File: config.mk
export PLATFORM = sky130hd
export DESIGN_NAME = double_ended_queue_with_delete_unit
export DESIGN_NICKNAME = d
export VERILOG_FILES = /design/src/sv/deqd_pkg.sv /design/src/sv/deqd_ram.sv /design/src/sv/deqd_ctrl.sv /design/src/sv/double_ended_queue_with_delete_unit.sv
export SDC_FILE = /design/constraint.sdc
export NUM_CORES = 2
export LEC_CHECK = 0
export ABC_CLOCK_PERIOD_IN_PS = 5000
export BUFFER_PORTS_ARGS = -buffer_cell sky130_fd_sc_hd__buf_2
export CORE_MARGIN = 2
export CORE_UTILIZATION = 41
export CTS_BUF_LIST = sky130_fd_sc_hd__clkbuf_8
export DETAILED_ROUTE_END_ITERATION = 16
export SETUP_SLACK_MARGIN = 0.4
export SYNTH_ARGS = -nofsm -noshare
export SYNTH_HDL_FRONTEND = slang
export SYNTH_HIERARCHICAL = 1
export SYNTH_SLANG_ARGS = --single-unit
File: constraint.sdc
create_clock -name clk_i -period 5 [get_ports clk_i]
set_clock_uncertainty 0.2 [all_clocks]
set_input_delay 1 -clock clk_i [delete_from_list [all_inputs] [get_ports clk_i]]
set_output_delay 1 -clock clk_i [all_outputs]
set_load 0.02 [all_outputs]
File: src/sv/deqd_pkg.sv
// Shared types, constants and the ring index helper of the double-ended queue with delete.
package deqd_pkg;

  localparam int unsigned Depth   = 64;
  localparam int unsigned IdxW    = (Depth > 1) ? $clog2(Depth) : 1;
  localparam int unsigned CntW    = $clog2(Depth + 1);
  localparam int unsigned WordW   = 32;
  localparam int unsigned CmdW    = 3;
  localparam int unsigned CountW  = 7;
  localparam int unsigned StatusW = 2;

  typedef enum logic [CmdW-1:0] {
    CmdPushBack  = 3'd0,
    CmdPopBack   = 3'd1,
    CmdPushFront = 3'd2,
    CmdPopFront  = 3'd3,
    CmdDelete    = 3'd4
  } cmd_e;

  typedef enum logic [StatusW-1:0] {
    StDone  = 2'd0,
    StEmpty = 2'd1,
    StFull  = 2'd2,
    StMiss  = 2'd3
  } status_e;

  typedef enum logic [2:0] {
    SIdle,
    SExec,
    SPopRd,
    SScan,
    SShift,
    SResult
  } state_e;

  typedef struct packed {
    logic              valid;
    logic [WordW-1:0]  word;
    logic [CountW-1:0] count;
    status_e           status;
  } result_t;

  typedef struct packed {
    logic             we;
    logic [IdxW-1:0]  waddr;
    logic [WordW-1:0] wdata;
    logic [IdxW-1:0]  raddr;
  } ram_req_t;

  // Ring slot of the entry at position pos counted from the front.
  function automatic logic [IdxW-1:0] slot_of(input logic [IdxW-1:0] head,
                                               input logic [CntW-1:0] pos);
    logic [CntW:0] sum;
    sum = {{(CntW + 1 - IdxW){1'b0}}, head} + {1'b0, pos};
    if (sum >= (CntW + 1)'(Depth)) begin
      sum = sum - (CntW + 1)'(Depth);
    end
    return sum[IdxW-1:0];
  endfunction

endpackage

File: src/sv/deqd_ram.sv
// Generic single-port-write, single-port-read RAM with registered read data.
module deqd_ram #(
  parameter  int unsigned Width = 32,
  parameter  int unsigned Depth = 64,
  localparam int unsigned AddrW = (Depth > 1) ? $clog2(Depth) : 1
) (
  input  logic             clk_i,
  input  logic             we_i,
  input  logic [AddrW-1:0] waddr_i,
  input  logic [Width-1:0] wdata_i,
  input  logic [AddrW-1:0] raddr_i,
  output logic [Width-1:0] rdata_o
);

  logic [Width-1:0] mem_q [Depth];
  logic [Width-1:0] rdata_q;

  always_ff @(posedge clk_i) begin
    if (we_i) begin
      mem_q[waddr_i] <= wdata_i;
    end
    rdata_q <= mem_q[raddr_i];
  end

  assign rdata_o = rdata_q;

endmodule

File: src/sv/deqd_ctrl.sv
// Command sequencer: ring pointers, read-modify-write of the entry RAM, scan and compaction.
module deqd_ctrl (
  input  logic                                clk_i,
  input  logic                                rst_ni,
  input  logic                                in_valid_i,
  output logic                                in_ready_o,
  input  deqd_pkg::cmd_e                      in_cmd_i,
  input  logic [deqd_pkg::WordW-1:0]          in_value_i,
  input  logic                                res_free_i,
  output deqd_pkg::result_t                   res_o,
  output deqd_pkg::ram_req_t                  ram_req_o,
  input  logic [deqd_pkg::WordW-1:0]          ram_rdata_i
);

  localparam logic [deqd_pkg::CntW-1:0] FullCnt = deqd_pkg::CntW'(deqd_pkg::Depth);
  localparam logic [deqd_pkg::IdxW-1:0] LastIdx = deqd_pkg::IdxW'(deqd_pkg::Depth - 1);
  localparam logic [deqd_pkg::CntW-1:0] One     = deqd_pkg::CntW'(1);
  localparam logic [deqd_pkg::CntW-1:0] Two     = deqd_pkg::CntW'(2);

  deqd_pkg::state_e              state_q, state_d;
  deqd_pkg::cmd_e                cmd_q, cmd_d;
  logic [deqd_pkg::WordW-1:0]    val_q, val_d;
  logic [deqd_pkg::IdxW-1:0]     head_q, head_d;
  logic [deqd_pkg::CntW-1:0]     occ_q, occ_d;
  logic [deqd_pkg::CntW-1:0]     idx_q, idx_d;
  logic [deqd_pkg::WordW-1:0]    popped_q, popped_d;
  deqd_pkg::status_e             status_q, status_d;

  logic empty, full, hit, more, more_shift;
  logic [deqd_pkg::IdxW-1:0] head_dec, head_inc;

  assign empty      = (occ_q == '0);
  assign full       = (occ_q == FullCnt);
  assign hit        = (ram_rdata_i == val_q);
  assign more       = ((idx_q + One) < occ_q);
  assign more_shift = ((idx_q + Two) < occ_q);
  assign head_dec   = (head_q == '0) ? LastIdx : head_q - deqd_pkg::IdxW'(1);
  assign head_inc   = (head_q == LastIdx) ? '0 : head_q + deqd_pkg::IdxW'(1);

  always_comb begin
    state_d = state_q;
    unique case (state_q)
      deqd_pkg::SIdle: begin
        if (in_valid_i) state_d = deqd_pkg::SExec;
      end
      deqd_pkg::SExec: begin
        unique case (cmd_q)
          deqd_pkg::CmdPopBack, deqd_pkg::CmdPopFront: begin
            state_d = empty ? deqd_pkg::SResult : deqd_pkg::SPopRd;
          end
          deqd_pkg::CmdDelete: begin
            state_d = empty ? deqd_pkg::SResult : deqd_pkg::SScan;
          end
          default: state_d = deqd_pkg::SResult;
        endcase
      end
      deqd_pkg::SPopRd: state_d = deqd_pkg::SResult;
      deqd_pkg::SScan: begin
        if (hit && more) begin
          state_d = deqd_pkg::SShift;
        end else if (!more) begin
          state_d = deqd_pkg::SResult;
        end
      end
      deqd_pkg::SShift: begin
        if (!more_shift) state_d = deqd_pkg::SResult;
      end
      deqd_pkg::SResult: begin
        if (res_free_i) state_d = deqd_pkg::SIdle;
      end
      default: state_d = deqd_pkg::SIdle;
    endcase
  end

  always_comb begin
    cmd_d           = cmd_q;
    val_d           = val_q;
    head_d          = head_q;
    occ_d           = occ_q;
    idx_d           = idx_q;
    popped_d        = popped_q;
    status_d        = status_q;
    ram_req_o.we    = 1'b0;
    ram_req_o.waddr = deqd_pkg::slot_of(head_q, idx_q);
    ram_req_o.wdata = val_q;
    ram_req_o.raddr = deqd_pkg::slot_of(head_q, idx_q + One);
    in_ready_o      = (state_q == deqd_pkg::SIdle);
    res_o.valid     = (state_q == deqd_pkg::SResult);
    res_o.word      = popped_q;
    res_o.count     = deqd_pkg::CountW'(occ_q);
    res_o.status    = status_q;
    unique case (state_q)
      deqd_pkg::SIdle: begin
        if (in_valid_i) begin
          cmd_d = in_cmd_i;
          val_d = in_value_i;
        end
      end
      deqd_pkg::SExec: begin
        popped_d = '0;
        status_d = deqd_pkg::StDone;
        idx_d    = '0;
        unique case (cmd_q)
          deqd_pkg::CmdPushBack: begin
            if (full) begin
              status_d = deqd_pkg::StFull;
            end else begin
              ram_req_o.we    = 1'b1;
              ram_req_o.waddr = deqd_pkg::slot_of(head_q, occ_q);
              occ_d           = occ_q + One;
            end
          end
          deqd_pkg::CmdPushFront: begin
            if (full) begin
              status_d = deqd_pkg::StFull;
            end else begin
              ram_req_o.we    = 1'b1;
              ram_req_o.waddr = head_dec;
              head_d          = head_dec;
              occ_d           = occ_q + One;
            end
          end
          deqd_pkg::CmdPopBack: begin
            if (empty) begin
              status_d = deqd_pkg::StEmpty;
            end else begin
              ram_req_o.raddr = deqd_pkg::slot_of(head_q, occ_q - One);
              occ_d           = occ_q - One;
            end
          end
          deqd_pkg::CmdPopFront: begin
            if (empty) begin
              status_d = deqd_pkg::StEmpty;
            end else begin
              ram_req_o.raddr = head_q;
              head_d          = head_inc;
              occ_d           = occ_q - One;
            end
          end
          deqd_pkg::CmdDelete: begin
            ram_req_o.raddr = head_q;
            if (empty) status_d = deqd_pkg::StMiss;
          end
          default: ;
        endcase
      end
      deqd_pkg::SPopRd: popped_d = ram_rdata_i;
      deqd_pkg::SScan: begin
        if (hit) begin
          if (!more) occ_d = occ_q - One;
        end else if (more) begin
          idx_d = idx_q + One;
          ram_req_o.raddr = deqd_pkg::slot_of(head_q, idx_q + One);
        end else begin
          status_d = deqd_pkg::StMiss;
        end
      end
      deqd_pkg::SShift: begin
        ram_req_o.we    = 1'b1;
        ram_req_o.wdata = ram_rdata_i;
        idx_d           = idx_q + One;
        ram_req_o.raddr = deqd_pkg::slot_of(head_q, idx_q + Two);
        if (!more_shift) occ_d = occ_q - One;
      end
      deqd_pkg::SResult: ;
      default: ;
    endcase
  end

  always_ff @(posedge clk_i or negedge rst_ni) begin
    if (!rst_ni) begin
      state_q <= deqd_pkg::SIdle;
      head_q  <= '0;
      occ_q   <= '0;
    end else begin
      state_q <= state_d;
      head_q  <= head_d;
      occ_q   <= occ_d;
    end
  end

  always_ff @(posedge clk_i) begin
    cmd_q    <= cmd_d;
    val_q    <= val_d;
    idx_q    <= idx_d;
    popped_q <= popped_d;
    status_q <= status_d;
  end

endmodule

File: src/sv/double_ended_queue_with_delete_unit.sv
// Top level of the double-ended queue with delete: stream ports, entry RAM and result register.
//
// Channel  Dir  Payload
// s_axis   in   tuser = command[2:0]; tdata = value[31:0]
// m_axis   out  tuser = status[1:0]; tdata = popped_word[31:0], entry_count[38:32]
//
// A push goes from acceptance through the execute and result states, a pop also
// through a read state, and a delete through a scan and a compaction that walk
// the entry RAM one read per cycle through its single read port.
// One item is worked on at a time; the next item is accepted while a result waits.
// Reset empties the queue at once; the entry RAM is not cleared.
module double_ended_queue_with_delete_unit (
  input  logic        clk_i,
  input  logic        rst_ni,
  input  logic        s_axis_tvalid_i,
  output logic        s_axis_tready_o,
  input  logic [31:0] s_axis_tdata_i,   // value[31:0]
  input  logic [2:0]  s_axis_tuser_i,   // command[2:0]
  output logic        m_axis_tvalid_o,
  input  logic        m_axis_tready_i,
  output logic [39:0] m_axis_tdata_o,   // popped_word[31:0], entry_count[38:32], zero
  output logic [1:0]  m_axis_tuser_o    // status[1:0]
);

  deqd_pkg::result_t                res;
  deqd_pkg::ram_req_t               ram_req;
  logic [deqd_pkg::WordW-1:0]       ram_rdata;
  logic                             out_free;
  logic                             out_valid_q, out_valid_d;
  logic [deqd_pkg::WordW-1:0]       out_word_q, out_word_d;
  logic [deqd_pkg::CountW-1:0]      out_count_q, out_count_d;
  deqd_pkg::status_e                out_status_q, out_status_d;

  deqd_ram #(
    .Width (deqd_pkg::WordW),
    .Depth (deqd_pkg::Depth)
  ) u_ram (
    .clk_i   (clk_i),
    .we_i    (ram_req.we),
    .waddr_i (ram_req.waddr),
    .wdata_i (ram_req.wdata),
    .raddr_i (ram_req.raddr),
    .rdata_o (ram_rdata)
  );

  deqd_ctrl u_ctrl (
    .clk_i       (clk_i),
    .rst_ni      (rst_ni),
    .in_valid_i  (s_axis_tvalid_i),
    .in_ready_o  (s_axis_tready_o),
    .in_cmd_i    (deqd_pkg::cmd_e'(s_axis_tuser_i)),
    .in_value_i  (s_axis_tdata_i),
    .res_free_i  (out_free),
    .res_o       (res),
    .ram_req_o   (ram_req),
    .ram_rdata_i (ram_rdata)
  );

  assign out_free = !out_valid_q || m_axis_tready_i;

  always_comb begin
    out_valid_d  = out_valid_q;
    out_word_d   = out_word_q;
    out_count_d  = out_count_q;
    out_status_d = out_status_q;
    if (out_free) begin
      out_valid_d = res.valid;
      if (res.valid) begin
        out_word_d   = res.word;
        out_count_d  = res.count;
        out_status_d = res.status;
      end
    end
  end

  always_ff @(posedge clk_i or negedge rst_ni) begin
    if (!rst_ni) begin
      out_valid_q <= 1'b0;
    end else begin
      out_valid_q <= out_valid_d;
    end
  end

  always_ff @(posedge clk_i) begin
    out_word_q   <= out_word_d;
    out_count_q  <= out_count_d;
    out_status_q <= out_status_d;
  end

  assign m_axis_tvalid_o = out_valid_q;
  assign m_axis_tdata_o  = {1'b0, out_count_q, out_word_q};
  assign m_axis_tuser_o  = out_status_q;

  localparam logic [deqd_pkg::CountW-1:0] DepthCount = deqd_pkg::CountW'(deqd_pkg::Depth);

  assert property (@(posedge clk_i) disable iff (!rst_ni)
    s_axis_tvalid_i && s_axis_tready_o |=> !s_axis_tready_o)
    else $error("Item accepted while another is in progress.");

  assert property (@(posedge clk_i) disable iff (!rst_ni)
    m_axis_tvalid_o |-> m_axis_tdata_o[38:32] <= DepthCount)
    else $error("Entry count beyond capacity.");

  assert property (@(posedge clk_i) disable iff (!rst_ni)
    m_axis_tvalid_o && (m_axis_tuser_o == deqd_pkg::StEmpty)
      |-> (m_axis_tdata_o[31:0] == '0) && (m_axis_tdata_o[38:32] == '0))
    else $error("Pop on empty with a word or a nonzero count.");

  assert property (@(posedge clk_i) disable iff (!rst_ni)
    m_axis_tvalid_o && (m_axis_tuser_o == deqd_pkg::StFull)
      |-> m_axis_tdata_o[38:32] == DepthCount)
    else $error("Full status while the queue is not full.");

endmodule
# --- Word level (Yosys, flattened, before mapping) ---
# Memory sizes are Yosys's and may differ from the RTL's. A register that Yosys moved wholly into a read port is not among the register bits.
# Index checks and enable logic that the tools add are counted.
word_totals:
  input_bits: 39
  wordCells: 130
  ram_bits: 2048
  output_inout_bits: 44
  register_bits: 134
  mem_count: 1
memory_table:
  columns: ["memory", "depth", "word_bits", "read_ports", "rd_ports_with_merged_regs", "write_ports", "line_no", "rtl"]
  rows:
  - ["u_ram.mem_q", 64, 32, 1, 1, 1, "deqd_ram.sv:15", "logic [Width-1:0] mem_q [Depth];"]
op_classes:
  n_reduce_logical: 20
  muxes: 49
  n_eq_ne: 25
  magnitude_cmp: 7
  addsub: 16
ops:
  columns: ["operator", "n"]
  rows:
  - ["$mux W6", 12]
  - ["$pmux W32 S2", 1]
  - ["$mux W7", 9]
  - ["$pmux W7 S3", 2]
  - ["$add A6 B7 Y8", 5]
  - ["$ge A8 B7 Y1 const B", 5]
  - ["$sub A6 B1 Y6 const B", 6]
  - ["$eq A32 B32 Y1", 1]
  - ["$mux W32", 1]
  - ["$pmux W7 S2", 2]
  - ["$pmux W6 S2", 2]
  - ["$mux W3", 7]
  - ["$pmux W3 S6", 1]
  - ["$pmux W6 S3", 1]
  - ["$add A7 B1 Y7 const B", 2]
  - ["$lt A7 B7 Y1", 2]
  - ["$eq A3 B2 Y1 const B", 4]
  - ["$ne A2 B2 Y1 const B", 6]
  - ["$ne A3 B3 Y1 const B", 4]
  - ["$eq A3 B3 Y1 const B", 3]
  - ["$mux W2", 4]
  - ["$reduce_and A4 Y1", 2]
  - ["$add A7 B2 Y7 const B", 1]
  - ["$eq A7 B7 Y1 const B", 1]
  - ["other kinds (22)", 33]

# --- Longest topological paths before layout ---
logic_depth:
  ltp_word: 8
  mapped_depth: 17
  ltp_nobuf: 15

# --- Cells and area by module ---
# The synthesis kept the hierarchy.
by_module_without_submodules:
  columns: ["module", "area_per_inst_um2", "cells_per_inst", "seq_area_each_um2", "instances"]
  rows:
  - ["deqd_ram", 78515.3, 3324, 62139.6, 1]
  - ["deqd_ctrl", 6291.0, 584, 2682.6, 1]
  - ["double_ended_queue_with_delete_unit", 1296.2, 47, 1256.2, 1]

# --- Least setup slack after synthesis ---
# OpenSTA, ideal clock, no wires.
synth_timing:
  path_type: "register to register"
  start: "register u_ctrl/head_q[1] (netlist bit)"
  end: "memory u_ram.mem_q[49][0], enable pin"
  slack_ns: -0.192
  required_ns: 4.339
  path_buffers: 1
  stages_incl_launch_ff: 12
  arrival_time_ns: 4.531
  cell_sequence: "dfrtp_1 > inv_1 > fa_1 > nand2b_1 > a21oi_1 > nor2_1 > xnor2_1 > nor2_1 > a21oi_1 > clkbuf_1 > nand4_1 > nor3_1"
synth_rtl:
  columns: ["item", "line_no", "rtl"]
  rows:
  - ["start, declared", "deqd_ctrl.sv:23", "logic [deqd_pkg::IdxW-1:0] head_q, head_d;"]
  - ["start signal, assigned", "deqd_ctrl.sv:173", "head_q <= '0;"]
  - ["start signal, assigned", "deqd_ctrl.sv:177", "head_q <= head_d;"]
  - ["end, declared", "deqd_ram.sv:15", null]

==> run_results.csv <==
group,metric,value,unit
detailed_routing,vias,44531,
cells_and_area,final_core_util,48.2,%
timing,rsz0062_at_grt,"true",
logic_synthesis,ys_warn_count,6,
outcome,status,"finished clean",
place,hpwlAfterDp,143000,um
timing,layout_min_cycle_time,4580,ps
timing,final.setup.tns,0,ps
clock_network,numCtsBuffers,364,
logic_synthesis,synth-simple-area-share,2.25,%
floorplan,pin_count,83,
critical_path,setup.worst_path.end_class,"flip-flop",
cells_and_area,drive_gt1_share,33.0,%
cells_and_area,final_cell_mix,"2165 x edfxtp_1, 544 x mux4_2, 395 x clkbuf_8, 264 x buf_4, 144 x inv_1",
critical_path,crit_arrival,5290,ps
logic_synthesis,syn_avg_cell_area,21.8,sq um
detailed_routing,wire_per_inst,31.3,um
logic_synthesis,yosys_most_used_dff,"edfxtp_1",
place,post-place-cells,6953,
cells_and_area,fin_cells,7664,
detailed_routing,drt-total-wl,240000,um
clock_network,clock_path_buffers,4,
timing,setup_viol,0,
timing,fmax,218,MHz
critical_path,critPathMaxFanout,11,
logic_synthesis,synth_fa_ha_area_share,0.756,%
clock_network,cts_tree,"yes",
critical_path,crit_type,"flip-flop to flip-flop",
timing,relSlewSlack,21.4,%
min_path,hold_path.class,"input pin to flip-flop",
detailed_routing,firstDrtPassIters,8,
floorplan,die_area,0.214,sq mm
clock_network,root_buffer,"clkbuf_8",
floorplan,die_w,462,um
timing,drv_slew,0,
logic_synthesis,synth_xor_area_share,0.783,%
place,place_ws,-328,ps
logic_synthesis,synth_area,0.0861,sq mm
logic_synthesis,synthMuxAreaShare,15.8,%
logic_synthesis,synth_edf_count,2165,
grt,antenna_found_initial,16,
grt,grt_pass1_wl,336000,um
floorplan,core,0.209,sq mm
place,port_buffers,81,
floorplan,rows,168,
grt,grt_max_degree,65,
critical_path,required,5710,ps
timing,final-hold-violation-count,0,
grt,grt_pass1_vias,44342,
timing,finalCritPeriodShare,91.6,%
cells_and_area,layout.nets,4674,
cells_and_area,syn2layout_area_growth,17.0,%
grt,grt_overflow,0,
logic_synthesis,synth.distinct_cells,78,
cells_and_area,mostFrequentLayoutCell,"edfxtp_1",
detailed_routing,drt_iter0_drc,6005,
floorplan,die_y,462,um
clock_network,clk_pin_slew_worst_paths,60,ps
timing,setup_ws,420,ps
detailed_routing,drcViolationCount,0,
logic_synthesis,synth_compound_area_share,2.44,%
logic_synthesis,synth_top_family_by_area,"multiplexers",
clock_network,clk_latency,1090,ps
floorplan,initial_core_util,41.2,%
flow_run,drv_cap,0,
logic_synthesis,synth_cells,3955,
logic_synthesis,ys_async_sr_fraction,0.768,%
timing,worstMarginPinSlew,1180,ps
clock_network,cts_sinks,2214,
critical_path,start_kind,"flip-flop",
detailed_routing,postRouteAntennaNets,0,
grt,gr-usage-all-layers,22.4,%
logic_synthesis,synth_seq_cells,2214,
logic_synthesis,synth-seq-area-share,76.7,%
place,gp_congestion,0.862,
logic_synthesis,syn_nets,4043,
detailed_routing,post_drt_via_cell_ratio,5.81,
clock_network,htree_levels,5,
[flip-flops by register name, indices dropped and copies added (netlist names), 7 cells and up]
register	count
u_ctrl/occ_q	7
out_word_q	32
u_ram/mem_q	2048
u_ctrl/popped_q	32
u_ram/rdata_o	32
u_ctrl/val_q	32
out_count_q	7
u_ctrl/idx_q	7
[stage by stage]
stage	hold WS [ps]	area, sq um
after floorplan	200	86100
after global placement	205	92900
after detailed placement	205	92900
after CTS	53.2	100000
after global routing	47.6	101000
final	88.7	101000
[cell usage after synthesis, types with 27 or more instances]
cell type  count  area, sq um
a21oi_1       88          440
and2_1        37          231
buf_2         65          325
buf_4         27          203
clkbuf_1      87          327
dfxtp_1       32          641
edfxtp_1    2165        65000
ha_1          44          551
inv_1         27          101
mux2_2        32          360
mux2i_1       95          951
mux4_2       544        12300
nand2_1       57          214
nor2_1       158          593
o21ai_0       38          190
o221ai_1      29          254
o22ai_1       85          532
xnor2_1       29          254
xor2_1        48          420
[final cells by class]
class / instances / area, sq um
Multi-Input combinational cell: 1509 / 19800
Inverter: 27 / 101
Antenna cell: 11 / 27.5
Clock inverter: 233 / 1200
Timing Repair Buffer: 470 / 4580
Sequential cell: 2214 / 66100
Fill cell: 16893 / 108000
Tap cell: 2805 / 3510
Clock buffer: 395 / 5440
[cells by family (layout without fill, tap and decap cells)]
| logic type | Yosys count | after routing |
|---|---|---|
| flip-flops | 2214 | 2214 |
| multiplexers | 671 | 671 |
| AND/OR/NAND/NOR | 387 | 387 |
| AO/OA/AOI/OAI | 324 | 324 |
| buffers and inverters | 232 | 1125 |
| XOR/XNOR | 77 | 77 |
| adder cells (fa/ha/maj) | 49 | 49 |
| other | 1 | 12 |
[what timing repair did]
| item | 4_1_cts | 5_1_grt |
|---|---|---|
| setup buffers | 11 | 23 |
| setup endpoints to repair | 31 | 368 |
| hold buffers | 34 | 0 |
| endpoints found under the hold margin | 50 | 0 |
| gates resized for setup | 42 | 33 |
| gates cloned | 1 | 3 |
| pin swaps | 6 | 9 |
[metal layers]
metal	track usage (%)	vias to the layer above	part of all wire (%)
met1	31.9	23948	41
met5	0	-	0.0054
li1	-	17890	-
met3	4.10	364	9.0
met4	6.60	2	2.6
met2	35.4	2327	48
[worst max-delay path: stages, from the launching register on]
cell	delay [ps]
edfxtp_1	410
ha_1	260
xor2_2	250
ha_1	300
a21oi_1	150
nand2_1	100
xor2_1	170
a22o_1	250
a21oi_1	260
o21ai_4	100
buf_12	160
buf_12	160
buf_4	160
or2_1	240
buf_12	160
buf_4	190
o22ai_1	280
nor2_1	200
a21oi_2	360
nor2_1	70
[path summary, 6_finish.rpt]
kind / startpoint / to / slack (ps) / cells after the start
worst max-delay path: u_ctrl/idx_q[1]$_SDFFCE_PN0P_ / u_ram/rdata_o[13]$_DFF_P_ / 420 / 19
worst max register to register: u_ctrl/idx_q[1]$_SDFFCE_PN0P_ / u_ram/rdata_o[13]$_DFF_P_ / 420 / 19
max in group asynchronous: rst_ni / u_ctrl/occ_q[1]$_DFFE_PN0P_ / 3960 / 2
worst min register to register: u_ctrl/popped_q[23]$_SDFFCE_PN0P_ / out_word_q[23]$_DFFE_PP_ / 220 / 0
min in group asynchronous: rst_ni / u_ctrl/head_q[2]$_DFFE_PN0P_ / 220 / 2
worst min-delay path: s_axis_tdata_i[31] / u_ctrl/val_q[31]$_DFFE_PP_ / 90 / 1
Power is not shown: default switching activity piles up to over one toggle a cycle in this logic, so the estimate is an artifact.
